[src/design/edge_thinning_nms_defines.svh]
// Assertion macros used by the asserting top level of the thinning block.
`ifndef EDGE_THINNING_NMS_DEFINES_SVH
`define EDGE_THINNING_NMS_DEFINES_SVH

// Same-cycle implication, checked at every rising edge outside reset.
`define ETN_ASSERT_NOW(label, clk, rst, ante, cons, msg) \
  label: assert property (@(posedge clk) disable iff (rst) (ante) |-> (cons)) \
    else $error(msg);

// Next-cycle implication, checked at every rising edge outside reset.
`define ETN_ASSERT_NEXT(label, clk, rst, ante, cons, msg) \
  label: assert property (@(posedge clk) disable iff (rst) (ante) |=> (cons)) \
    else $error(msg);

`endif

[src/design/etn_pkg.sv]
package etn_pkg;

  localparam int DEF_MAX_WIDTH  = 2048;
  localparam int DEF_MAX_HEIGHT = 2048;

  localparam int PIX_W       = 8;
  localparam int COORD_W     = 11;
  localparam int DIM_W       = 12;
  localparam int CFG_INDEX_W = 3;
  localparam int CFG_DATA_W  = 12;
  localparam int MIN_DIM     = 3;

  localparam logic [DIM_W-1:0] RESET_WIDTH     = 12'd800;
  localparam logic [DIM_W-1:0] RESET_HEIGHT    = 12'd600;
  localparam logic             RESET_THR_EN    = 1'b1;
  localparam logic [PIX_W-1:0] RESET_THRESHOLD = 8'd48;
  localparam logic [PIX_W-1:0] RESET_MARK      = 8'd255;

  typedef enum logic [CFG_INDEX_W-1:0] {
    CFG_IMAGE_WIDTH      = 3'd0,
    CFG_IMAGE_HEIGHT     = 3'd1,
    CFG_THRESHOLD_ENABLE = 3'd2,
    CFG_THRESHOLD        = 3'd3,
    CFG_MARK_VALUE       = 3'd4
  } cfg_index_t;

  typedef struct packed {
    logic [PIX_W-1:0] pixel;
    logic             frame_start;
  } pix_item_t;

  typedef struct packed {
    logic [COORD_W-1:0] column;
    logic [COORD_W-1:0] line;
    logic [PIX_W-1:0]   value;
    logic               last;
  } res_item_t;

  // Threshold settings handed from the register file to the window.
  typedef struct packed {
    logic             enable;
    logic [PIX_W-1:0] level;
    logic [PIX_W-1:0] mark;
  } thr_cfg_t;

  // One new window column: two line-store taps and the incoming pixel.
  typedef struct packed {
    logic [PIX_W-1:0] top;
    logic [PIX_W-1:0] mid;
    logic [PIX_W-1:0] bot;
  } col_t;

  // Per-item position information carried alongside the pipeline.
  typedef struct packed {
    logic               emit;
    logic               last;
    logic [COORD_W-1:0] column;
    logic [COORD_W-1:0] line;
  } meta_t;

  // Limits a requested frame dimension to the range the hardware supports.
  function automatic int clamp_dim(input logic [DIM_W-1:0] v, input int maxv);
    int r;
    r = int'(v);
    if (r < MIN_DIM) begin
      r = MIN_DIM;
    end else if (r > maxv) begin
      r = maxv;
    end
    return r;
  endfunction

endpackage

[src/design/etn_nms_window.sv]
module etn_nms_window (
  input  logic                      clk,
  input  logic                      rst,
  input  logic                      shift,
  input  etn_pkg::col_t             col,
  input  etn_pkg::thr_cfg_t         thr,
  output logic [etn_pkg::PIX_W-1:0] value
);

  logic [etn_pkg::PIX_W-1:0] win [3][3];
  logic [etn_pkg::PIX_W-1:0] ctr;
  logic [etn_pkg::PIX_W-1:0] kept;
  logic                      is_peak;

  always_ff @(posedge clk) begin
    if (rst) begin
      for (int r = 0; r < 3; r++) begin
        for (int c = 0; c < 3; c++) begin
          win[r][c] <= '0;
        end
      end
    end else if (shift) begin
      for (int r = 0; r < 3; r++) begin
        win[r][0] <= win[r][1];
        win[r][1] <= win[r][2];
      end
      win[0][2] <= col.top;
      win[1][2] <= col.mid;
      win[2][2] <= col.bot;
    end
  end

  // The center survives when it is a strict maximum along any of the
  // horizontal, two diagonal or vertical directions.
  always_comb begin
    ctr     = win[1][1];
    is_peak = (win[1][0] < ctr && win[1][2] < ctr) ||
              (win[2][0] < ctr && win[0][2] < ctr) ||
              (win[0][1] < ctr && win[2][1] < ctr) ||
              (win[0][0] < ctr && win[2][2] < ctr);
    kept    = is_peak ? ctr : '0;
    if (thr.enable) begin
      value = (kept >= thr.level) ? thr.mark : '0;
    end else begin
      value = kept;
    end
  end

endmodule

[config.mk]
export PLATFORM = sky130hd
export DESIGN_NAME = etn_nms_window
export DESIGN_NICKNAME = d
export VERILOG_FILES = /design/src/design/edge_thinning_nms_defines.svh /design/src/design/etn_pkg.sv /design/src/design/etn_nms_window.sv
export SDC_FILE = /design/constraint.sdc
export NUM_CORES = 1
export LEC_CHECK = 0
export BUFFER_PORTS_ARGS = -buffer_cell sky130_fd_sc_hd__buf_4
export CAP_MARGIN = 0
export CELL_PAD_IN_SITES_DETAIL_PLACEMENT = 1
export CELL_PAD_IN_SITES_GLOBAL_PLACEMENT = 1
export CORE_AREA = 2 2 98 100
export DETAILED_ROUTE_END_ITERATION = 16
export DIE_AREA = 0 0 100 102
export PLACE_DENSITY = 0.84
export SLEW_MARGIN = 20
export SYNTH_ARGS = -nofsm -noshare
export SYNTH_HDL_FRONTEND = slang
export SYNTH_SLANG_ARGS = --single-unit
[constraint.sdc]
create_clock -name clk -period 5.5 [get_ports clk]
set_clock_uncertainty 0.15 [all_clocks]
set_input_delay 0.825 -clock clk [delete_from_list [all_inputs] [get_ports clk]]
set_output_delay 0.825 -clock clk [all_outputs]
set_load 0.005 [all_outputs]
=== Word level (Yosys, flattened, before mapping) ===
Memory sizes are Yosys's and may differ from the RTL's.
Cells that the tools add are included.

* Muxes and demuxes: 17
* Magnitude comparators: 9
* Reduce and logical (&&, ||, !) cells: 7
* Bitwise operators: 9

{| class="wikitable"
|+ Operator list
! kind !! count
|-
| 2-to-1 mux 8 bit || 12
|-
| < comparator 8 bit || 8
|-
| OR 1 bit || 9
|-
| >= comparator 8 bit || 1
|-
| 2-to-1 mux 1 bit || 5
|-
| logical AND 1 bit || 4
|-
| logical OR 1 bit || 3
|}

* Output and inout bits: 8
* Register bits after elaboration: 0
* Word-level logic and storage cells: 43
* Memories kept: 1
* RAM bits: 72
* Bits of input ports: 44

{| class="wikitable"
|+ Memory list
! name !! depth !! width !! rd ports !! clocked after Yosys merged registers in !! wr ports !! RTL line !! source
|-
| win || 3 || 24 || 3 || 0 || 3 || etn_nms_window.sv:10 || <nowiki>logic [etn_pkg::PIX_W-1:0] win [3][3];</nowiki>
|}

=== Logic depth before layout (Yosys ltp) ===
An unclocked memory read counts as a cell.

* Depth in word-level cells: 10
* Gate-level depth with buffers: 18
* Gate-level depth less buffers: 17

=== Worst setup path after synthesis ===
No wires, ideal clock.

* Kind: reg-to-output
* From: memory win[0][38] (netlist name)
* To: output port value[5] (netlist name)
* Stages on the path, launching flop included: 19
* Path buffers: 1
* Data required time: 4.525 ns
* Slack: 1.118 ns
* Data arrival time: 3.407 ns
* Cells stage by stage: edfxtp_1 inv_1 ha_1 and4_1 a2111oi_0 o31ai_1 a21oi_1 o21ai_0 nand4_4 buf_6 nand2_1 ha_1 nand2b_1 a21o_1 a211oi_1 o21ai_0 a21oi_1 nor2_1 a32o_2

{| class="wikitable"
|+ RTL lines
! element !! RTL line !! source
|-
| start: declaration || etn_nms_window.sv:10 ||
|-
| end: declaration || etn_nms_window.sv:7 || <nowiki>output logic [etn_pkg::PIX_W-1:0] value</nowiki>
|}

==> impl_metrics.yaml <==
global_route:
  grt_pass1_wl_um: 15100
  grt_usage_pct: 19.8
  grt_antenna_before_repair: 0
  grt_max_degree: 73
  top_usage_layer: "met2"
  grt_pass1_vias: 3013
  use_met2_pct: 36.3
  grt_overflow: 0
  grtUsageMet3_pct: 3.90
  gr-usage-met1_pct: 22.1
clocking:
  clkTransAtPathRegs_ns: 0.08
  cts_tree: "done"
  cts_max_path_buffers: 2
  cts_made_buffers: 9
  cts-root-buf: "clkbuf_8"
  cts_num_sinks: 72
  worst_skew_pair.late_latency_ns: 0.36
  htreeDepth: 3
cells_and_area:
  drive_gt1_share_pct: 24.3
  num-fill-cells: 957
  regMostFlops: "win"
  largest_reg_flops: 72
  final_cell_count_no_fill: 526
  regArea_um2: 2160
  multiInputGateArea_um2: 1980
  fin_nets: 518
  reg.largest.list: "win x72"
  area_delta_synth_final_pct: 20.6
  final_util_pct: 56.1
  diodes: 0
die:
  die_w_um: 100
  start_util_pct: 46.5
  die_h_um: 102
  coreArea_um2: 9110
  num_rows: 35
  die_area_um2: 10200
  io_pins: 52
placement:
  gp_congestion: 0.816
  placedCellCount: 492
  port_buffers: 51
  post-dp-hpwl_um: 6790
timing:
  finalCritPeriodShare_pct: 97.6
  clock.fmax_ghz: 0.186
  worst_pin_slew_ns: 0.819
  setup_viol: 0
  fin_crit_ns: 5.37
  drv_slew: 0
  relSlewSlack_pct: 45.4
  hold_viol: 0
setup_path:
  critPathSlowestCell: "edfxtp_1"
  cp-startpoint: "win[0][34]"
  cp-end-kind: "output port"
  crit_chain: "clkinvlp_4 -> ha_1 -> o21a_1 -> nor2_1 -> nor3_1 -> a2111oi_2 -> o211ai_1 -> nand4_4 -> nand2_1 -> ha_1 -> nand2b_1 -> a21o_1 -> a211oi_1 -> o21ai_0 -> a21oi_1 -> nor2_1 -> a32o_2 -> buf_4"
  slowest_delay_ns: 0.47
  r2r-end: "win[0][40]"
  worstReg2RegStart: "win[0][32]"
  critPathKind: "register to output port"
  worstPathMaxFanout: 8
  crit_arrival_ns: 4.39
  critPathRequiredTime_ns: 4.53
  startpoint_type: "register"
  r2r_slack_ns: 4.24
  endpoint: "value[5]"
  rr_worst_depth: 1
logic_synthesis:
  synth-seq-area-share_pct: 51.1
  yosys.cell_types.count: 36
  synth_flop_cell: "edfxtp_1"
  synthCells: 338
  netlist_area_um2: 4230
  async_flop_share_pct: 0
  ys_top_cells_by_area: "edfxtp_1 (51%), ha_1 (19%), and2_1 (12%), a21oi_1 (1.8%), a32o_1 (1.7%)"
  syn_area_per_cell_um2: 12.5
  synth-seq-cells: 72
  synth_edf_count: 72
  synth_top_area_cell: "edfxtp_1"
  synth_top_cell_area_share_pct: 51.1
  ys_warn_count: 0
  syn_nets: 446
power:
  p_leak_uw: 0.00224
  total_power_uw: 1390
  p_per_area_nw_per_um2: 272
  ir_drop_uv: 153
routing:
  drc: 0
  first_pass_iters: 4
  via_per_inst: 5.61
  antenna_left: 0
  wl_per_cell_um: 19.1
  drt_iter0_markers: 111
  vias: 2950
  wl_um: 10000
hold_path:
  worst_hold_path_type: "register to register"
run_status:
  status: "finished, final reports clean"
flow_run:
  cap_violations: 0
kinds of logic (layout without fill, tap and decap cells):
family	after synthesis	in the layout	share of synthesized area, %
adder cells (fa/ha/maj)	64	64	18.9
AND/OR/NAND/NOR	119	119	17.7
flip-flops	72	72	51.1
buffers and inverters	25	102	2.48
AO/OA/AOI/OAI	58	58	9.87
cell usage after synthesis, types with 2 or more instances:
cell and n:
a2111oi_0 2, a2111oi_2 2, a211oi_1 2, a21o_1 9, a21oi_1 15, a32o_1 7
and2_1 79, clkbuf_1 8, edfxtp_1 72, ha_1 64, inv_1 14, nand2_1 4
nand2b_1 6, nand3_1 2, nand4_1 6, nor2_1 6, nor2b_1 6, nor3_1 3
nor3b_2 2, o211ai_1 3, o21a_1 2, o21ai_0 9, o21bai_1 2
power by group:
group	total [uW]	leakage, uW	internal, uW	switching, uW
clock	431	0.0000968	212	219
combinational	286	0.00135	141	146
sequential	670	0.000790	646	24.0
total	1390	0.00224	998	389
stage by stage:
step / setup TNS (ns) / hold slack [ns] / setup slack, ns / cell area, um^2
floorplan: 0 / 0.364 / 1.12 / 4230
global placement: 0 / 0.375 / 0.365 / 4730
detailed placement: 0 / 0.394 / 0.240 / 4730
CTS: 0 / 0.416 / 0.0461 / 4980
global route: -0.209 / 0.432 / -0.0475 / 5110
finish: 0 / 0.414 / 0.132 / 5110
metal layers:
layer  vias to the layer above  wire length [um]
met2                        54              5350
li1                       1402                 -
met5                         -                 0
met3                        23               395
met4                         0               233
met1                      1471              4060
worst max-delay path: cells and delay by family, from the launching register on:
family	cells	cell delay (ns)
AOI/OAI and AO/OA	8	1.79
and+or+nand+nor	6	0.66
buffers and inverters	2	0.41
DFF	1	0.47
adders and majority gates	2	0.66
placed cells by master (no fill, tap or decap), types with 4 or more instances in the layout:
cell,n
edfxtp_1,72
o21ai_0,9
nor2b_1,5
nor2_1,6
a21o_1,9
nand4_1,6
buf_4,70
inv_1,10
a21oi_1,14
clkinvlp_4,5
clkbuf_8,9
and2_1,79
nand2b_1,6
ha_1,64
a32o_1,7
nand2_1,4
worst min path at each step:
stage | start | end | slack [ns] | depth (start not counted)
6_report | win[0][58] | win[0][66] | 0.41 | 1
3_3_place_gp | win[0][48] | win[0][56] | 0.38 | 1
4_1_cts | win[0][58] | win[0][66] | 0.42 | 1
5_1_grt | win[0][58] | win[0][66] | 0.43 | 1
3_5_place_dp | win[0][48] | win[0][56] | 0.39 | 1
2_1_floorplan | win[0][8] | win[0][16] | 0.36 | 1
area by class of cell:
class                   count  share of cell area (%)
clock buffers              10                    2.50
clock inverters             6                    1.35
inverters                  15                    1.40
multi-input cells         241                    38.9
flip-flops and latches     72                    42.3
well taps                 111                    2.72
repair buffers             71                    10.8
repair_timing:
| action | in CTS | in global routing |
|---|---|---|
| hold buffers | 0 | 0 |
| buffers inserted | 6 | 11 |
| endpoints found under the setup margin | 8 | 8 |
| resized for setup | 3 | 4 |
Power figures use the tool's default switching activity.
