<file path="src/design/edge_thinning_nms_defines.svh">
// Assertion macros used by the asserting top level of the thinning block.
`ifndef EDGE_THINNING_NMS_DEFINES_SVH
`define EDGE_THINNING_NMS_DEFINES_SVH

// Same-cycle implication, checked at every rising edge outside reset.
`define ETN_ASSERT_NOW(label, clk, rst, ante, cons, msg) \
  label: assert property (@(posedge clk) disable iff (rst) (ante) |-> (cons)) \
    else $error(msg);

// Next-cycle implication, checked at every rising edge outside reset.
`define ETN_ASSERT_NEXT(label, clk, rst, ante, cons, msg) \
  label: assert property (@(posedge clk) disable iff (rst) (ante) |=> (cons)) \
    else $error(msg);

`endif

</file>
<file path="src/design/etn_pkg.sv">
package etn_pkg;

  localparam int DEF_MAX_WIDTH  = 2048;
  localparam int DEF_MAX_HEIGHT = 2048;

  localparam int PIX_W       = 8;
  localparam int COORD_W     = 11;
  localparam int DIM_W       = 12;
  localparam int CFG_INDEX_W = 3;
  localparam int CFG_DATA_W  = 12;
  localparam int MIN_DIM     = 3;

  localparam logic [DIM_W-1:0] RESET_WIDTH     = 12'd800;
  localparam logic [DIM_W-1:0] RESET_HEIGHT    = 12'd600;
  localparam logic             RESET_THR_EN    = 1'b1;
  localparam logic [PIX_W-1:0] RESET_THRESHOLD = 8'd48;
  localparam logic [PIX_W-1:0] RESET_MARK      = 8'd255;

  typedef enum logic [CFG_INDEX_W-1:0] {
    CFG_IMAGE_WIDTH      = 3'd0,
    CFG_IMAGE_HEIGHT     = 3'd1,
    CFG_THRESHOLD_ENABLE = 3'd2,
    CFG_THRESHOLD        = 3'd3,
    CFG_MARK_VALUE       = 3'd4
  } cfg_index_t;

  typedef struct packed {
    logic [PIX_W-1:0] pixel;
    logic             frame_start;
  } pix_item_t;

  typedef struct packed {
    logic [COORD_W-1:0] column;
    logic [COORD_W-1:0] line;
    logic [PIX_W-1:0]   value;
    logic               last;
  } res_item_t;

  // Threshold settings handed from the register file to the window.
  typedef struct packed {
    logic             enable;
    logic [PIX_W-1:0] level;
    logic [PIX_W-1:0] mark;
  } thr_cfg_t;

  // One new window column: two line-store taps and the incoming pixel.
  typedef struct packed {
    logic [PIX_W-1:0] top;
    logic [PIX_W-1:0] mid;
    logic [PIX_W-1:0] bot;
  } col_t;

  // Per-item position information carried alongside the pipeline.
  typedef struct packed {
    logic               emit;
    logic               last;
    logic [COORD_W-1:0] column;
    logic [COORD_W-1:0] line;
  } meta_t;

  // Limits a requested frame dimension to the range the hardware supports.
  function automatic int clamp_dim(input logic [DIM_W-1:0] v, input int maxv);
    int r;
    r = int'(v);
    if (r < MIN_DIM) begin
      r = MIN_DIM;
    end else if (r > maxv) begin
      r = maxv;
    end
    return r;
  endfunction

endpackage

</file>
<file path="src/design/etn_cfg_regs.sv">
module etn_cfg_regs #(
  parameter int MAX_WIDTH  = etn_pkg::DEF_MAX_WIDTH,
  parameter int MAX_HEIGHT = etn_pkg::DEF_MAX_HEIGHT,
  localparam int WW = $clog2(MAX_WIDTH + 1),
  localparam int HW = $clog2(MAX_HEIGHT + 1)
) (
  input  logic                              clk,
  input  logic                              rst,
  input  logic                              cfg_write,
  input  logic [etn_pkg::CFG_INDEX_W-1:0]   cfg_index,
  input  logic [etn_pkg::CFG_DATA_W-1:0]    cfg_data,
  output logic [WW-1:0]                     width,
  output logic [HW-1:0]                     height,
  output etn_pkg::thr_cfg_t                 thr
);

  // Dimensions are stored already clamped, so the datapath never sees
  // an out-of-range size.
  always_ff @(posedge clk) begin
    if (rst) begin
      width      <= WW'(etn_pkg::clamp_dim(etn_pkg::RESET_WIDTH, MAX_WIDTH));
      height     <= HW'(etn_pkg::clamp_dim(etn_pkg::RESET_HEIGHT, MAX_HEIGHT));
      thr.enable <= etn_pkg::RESET_THR_EN;
      thr.level  <= etn_pkg::RESET_THRESHOLD;
      thr.mark   <= etn_pkg::RESET_MARK;
    end else if (cfg_write) begin
      unique case (cfg_index)
        etn_pkg::CFG_IMAGE_WIDTH: begin
          width <= WW'(etn_pkg::clamp_dim(cfg_data[etn_pkg::DIM_W-1:0], MAX_WIDTH));
        end
        etn_pkg::CFG_IMAGE_HEIGHT: begin
          height <= HW'(etn_pkg::clamp_dim(cfg_data[etn_pkg::DIM_W-1:0], MAX_HEIGHT));
        end
        etn_pkg::CFG_THRESHOLD_ENABLE: begin
          thr.enable <= cfg_data[0];
        end
        etn_pkg::CFG_THRESHOLD: begin
          thr.level <= cfg_data[etn_pkg::PIX_W-1:0];
        end
        etn_pkg::CFG_MARK_VALUE: begin
          thr.mark <= cfg_data[etn_pkg::PIX_W-1:0];
        end
        default: begin
        end
      endcase
    end
  end

endmodule

</file>
<file path="config.mk">
export PLATFORM = sky130hd
export DESIGN_NAME = etn_cfg_regs
export DESIGN_NICKNAME = d
export VERILOG_FILES = /design/src/design/edge_thinning_nms_defines.svh /design/src/design/etn_pkg.sv /design/src/design/etn_cfg_regs.sv
export SDC_FILE = /design/constraint.sdc
export NUM_CORES = 1
export LEC_CHECK = 0
export BUFFER_PORTS_ARGS = -buffer_cell sky130_fd_sc_hd__buf_2
export CAP_MARGIN = 10
export CORE_MARGIN = 4
export CORE_UTILIZATION = 43
export CTS_CLUSTER_DIAMETER = 30
export CTS_CLUSTER_SIZE = 8
export DETAILED_ROUTE_END_ITERATION = 12
export PLACE_DENSITY = 0.69
export SYNTH_ARGS = -nofsm -noshare
export SYNTH_HDL_FRONTEND = slang
export SYNTH_SLANG_ARGS = --single-unit
</file>
<file path="constraint.sdc">
create_clock -name clk -period 3.5 [get_ports clk]
set_input_delay 0.175 -clock clk [delete_from_list [all_inputs] [get_ports clk]]
set_output_delay 0.175 -clock clk [all_outputs]
set_load 0.01 [all_outputs]
</file>
# Word level (Yosys, flattened, before mapping)
# Cells that the tools add are included.
[word_totals]
ramBits = 0
latchBits = 0
out_inout_bits = 41
inputBits = 18
register_bits = 41
n_memories = 0
word_cells = 19
romBits = 0
[classes]
n_eq_ne = 4
bitwise_logic = 0
n_reduce_logical = 6
n_addsub = 0
mul = 0
n_div = 0
order_cmp = 2
muxes = 2
n_shift = 0
[op_table]
columns = ["cell", "n"]
rows = [
  ["$mux 12", 2],
  ["$gt 12x12->1 const B", 1],
  ["$lt 12x2->1 const B", 1],
  ["$reduce_and 2->1", 5],
  ["$eq 3x2->1 const B", 2],
  ["$eq 3x1->1 const B", 1],
  ["$eq 3x3->1 const B", 1],
  ["$logic_not 3->1", 1],
]

# Depth between registers and ports, before layout
[logic_depth]
ltp_word = 3
ltp_mapped = 6
ltp_nobuf = 3

# Worst setup path before layout
# Ideal clock, no wire load.
[synth_path]
path_type = "in2reg"
from = "input cfg_index[0] (netlist name)"
to = "register width[5]"
setup_slack_ns = 2.182
path_stages = 6
setup_time_ns = 0.113
arrival_ns = 1.205
n_path_buf = 3
cell_sequence = "buf_6 -> or4b_4 -> buf_6 -> buf_6 -> a21oi_2 -> nand2_1"
[synth_via]
elab_chain_cells = 2
[synth_rtl]
columns = ["item", "line", "rtl"]
rows = [
  ["start, declared", "etn_cfg_regs.sv:10", "input logic [etn_pkg::CFG_INDEX_W-1:0] cfg_index,"],
  ["$logic_not 3->1", "etn_cfg_regs.sv:27", "unique case (cfg_index)"],
  ["$reduce_and 2->1 (no line)", "n/a", ""],
  ["end signal, assigned", "etn_cfg_regs.sv:21", "width <= WW'(etn_pkg::clamp_dim(etn_pkg::RESET_WIDTH, MAX_WIDTH));"],
  ["end signal, assigned", "etn_cfg_regs.sv:29", "width <= WW'(etn_pkg::clamp_dim(cfg_data[etn_pkg::DIM_W-1:0], MAX_WIDTH));"],
  ["end, declared", "etn_cfg_regs.sv:12", "output logic [WW-1:0] width,"],
]
# No other way between the ends.
# A chain may end at the register's enable or synchronous reset.

# Final worst setup path
[layout_path]
from = "input cfg_index[1] (netlist name)"
to = "register width[1]"
# Same word-level chain as after synthesis.

==> summary.md <==
| Metric | Value |
|---|---|
| Status | `completed` |
| Post-route ant nets | `0` |
| Final Instance Area | `between 2000 and 2500 um2` |
| Power Density | `between 400 and 500 nW/um2` |
| WHS | `roughly 0.12 ns` |
| Worst reg2reg path depth | `2` |
| Max-slew violations | `0` |
| Hold-critical path endpoint | `thr[1]$_SDFFE_PP1P_` |
| Buffer count from post-CTS setup fixing | `0` |
| Type of origin of the critical path | `input pin` |
| Rel. slew slack | `between 30 and 40%` |
| Critical-path top delay cell | `nor4b_2` |
| Hold Path Depth | `2` |
| Die Ht | `about 70 um` |
| H-Tree Depth | `2` |
| Layout cell share with drive strength beyond 1 | `between 20% and 30%` |
| Gr usage total | `16.09%` |
| Area growth, synth to finish | `22.01%` |
| Cell family with most CP delay | `simple AND/OR/NAND/NOR gates` |
| CTS Buf Count | `5` |
| Worst slew pin tran | `0.9990 ns` |
| Max clock buf depth | `2` |
| Post-synthesis cell area | `around 1700 um2` |
| Worst-skew pair later-pin latency | `0.29 ns` |
| Final net count | `between 200 and 300` |
| Crit path max fanout | `11` |
| Flop2flop setup slack | `2.69 ns` |
| Overflow after GRT | `0` |
| Ports | `59` |
| Critical path required time | `~3.7 ns` |
| Global-route wire length before repair | `around 6400 um` |
| Initial core utilization | `a little under half` |
| Setup CP Type | `in -> reg` |
| Full die area | `between 4000 and 5000 um2` |
| Initial antenna violation count | `0` |
| Post-synth EDFFs | `0` |
| Synth warn | `0` |
| Setup ws final | `between 2 and 2.5 ns` |
| Final Util | `~55%` |
| IO buf count | `58` |
| Final WL | `about 3800 um` |
| Element type at the critical path end | `flop` |
| Static Leak | `slightly below 0.8 nW` |
| RR Startpoint | `thr[0]$_SDFFE_PP1P_` |
| Number of max-cap violations | `0` |
| Multi-input logic area | `just under 800 um2` |
| Register bit total from synthesis | `41` |
| Max Fclk | `~760 MHz` |
| Peak VDD IR | `~0.29 mV` |
| TNS Setup | `0 ns` |
| Hold Fails Final Rpt | `0` |
| Slowest stage delay, CP | `slightly below 0.9 ns` |
| Levels on crit path | `4` |
| Sequential-to-total area share from yosys stat | `49.29%` |
| Clock root cell | `clkbuf_8` |
| DR iter-0 viols | `105` |
| Hold_buf cts | `0` |
| CTS tree | `built` |
| Number of vias per cell | `~5.1` |
| Syn Area/Cell | `8.811 um2` |
| Distinct cells, synth | `25` |
| Area of all sequential standard cells | `about 800 um2` |
| WL per Instance | `between 10 and 15 um` |
| RSZ-0062 raised after global routing | `no` |
| FP Rows | `22` |
| Gate count after technology mapping | `between 150 and 200` |
| CP cell instances | `buf_2, nor4b_2, nand2_1, o211ai_1` |
| # diodes | `0` |
| WP data arrival | `about 1.6 ns` |
| Hold Startpoint | `cfg_data[1]` |
| Number of global-route vias before repair | `roughly 1300` |
| Core area | `about 3700 um2` |
| Vias | `1476` |
| Largest net degree at the start of global routing | `45` |
| R2R Path End | `thr[0]$_SDFFE_PP1P_` |
| Setup-failing EPs final | `0` |
| DRC Markers | `0` |
| Final clock skew | `0 ns` |
| Tmin final | `1.324 ns` |
| Most frequent cells in the layout | `58 x buf_2, 52 x nand2_1, 41 x dfxtp_1` |
| Detailed Routing Iterations Pass 1 | `4` |
| Final period util | `a little under two fifths` |
| Crit path buffers/inverters | `1` |
| Type of the most critical hold path | `in -> reg` |
| Async SR Flop Fraction | `0%` |
| CTS clock-pin slew for the worst setup and hold paths | `0.07 ns` |
| CTS-repair resized insts | `0` |
| Die W | `approximately 70 um` |
| Fill count | `375` |
| GPL Wtd Cong | `~0.73` |
| Syn Nets | `between 200 and 250` |
| Area after DPL | `1949 um2` |
| DP HPWL | `2724 um` |
| Commonest non-fill, non-tap cell in the layout | `buf_2` |
| Ys flop type | `dfxtp_1` |
| CTS sink count | `between 40 and 50` |
| Place WS | `~1.9 ns` |
area by class of cell:
class	count	area share, %
clock buffers	6	3.571
well taps	48	2.956
repair buffers	59	14.66
multi-input cells	134	37.93
flip-flops and latches	41	40.39
clock inverters	2	0.4926
kinds of logic after synthesis:
group / Yosys count / share of synthesized area (%)
flops: 41 / 49.29
simple gates: 95 / 30.43
compound gates: 39 / 15.48
buf+inv: 14 / 4.809
flip-flops by register name, summed over array words and instances, names as in the netlist:
name / count
thr: 17
height: 12
width: 12
Yosys cell counts, drive strengths merged, types with 2 or more instances:
cell type / number / area share, %
nand2: 52 / 12
dfxtp: 41 / 49
a21oi: 22 / 6.8
nor2b: 15 / 5.6
a211o: 13 / 6.8
nand3b: 8 / 3.6
buf: 7 / 3.2
clkbuf: 7 / 1.6
nor2: 4 / 0.90
nor3b: 4 / 2.1
o211ai: 4 / 1.8
nor4bb: 2 / 1.2
worst max path at each step:
stage	startpoint	endpoint
2_1_floorplan	cfg_index[0]	width[5]$_SDFFE_PP1P_
3_3_place_gp	cfg_index[1]	width[1]$_SDFFE_PP0P_
3_5_place_dp	cfg_index[1]	width[0]$_SDFFE_PP0P_
4_1_cts	cfg_index[1]	width[1]$_SDFFE_PP0P_
5_1_grt	cfg_index[1]	width[0]$_SDFFE_PP0P_
6_report	cfg_index[1]	width[1]$_SDFFE_PP0P_
power breakdown:
part	internal, mW	switching (mW)
clock	0.138	0.159
combinational	0.0333	0.0478
sequential	0.478	0.00513
total	0.649	0.212
metrics by stage:
step | cells | power, mW
floorplan | 189 | 0.5420
global placement | 282 | 0.5745
detailed placement | 282 | 0.5754
CTS | 290 | 0.8708
global route | 290 | 0.8968
finish | 290 | 0.8611
metal layers:
layer  part of all wire [%]  track usage [%]
met1                     50            22.17
met2                     42            22.35
met3                    7.6            5.324
met4                   0.37            7.660
met5                      0                0
Power figures use the tool's default switching activity.
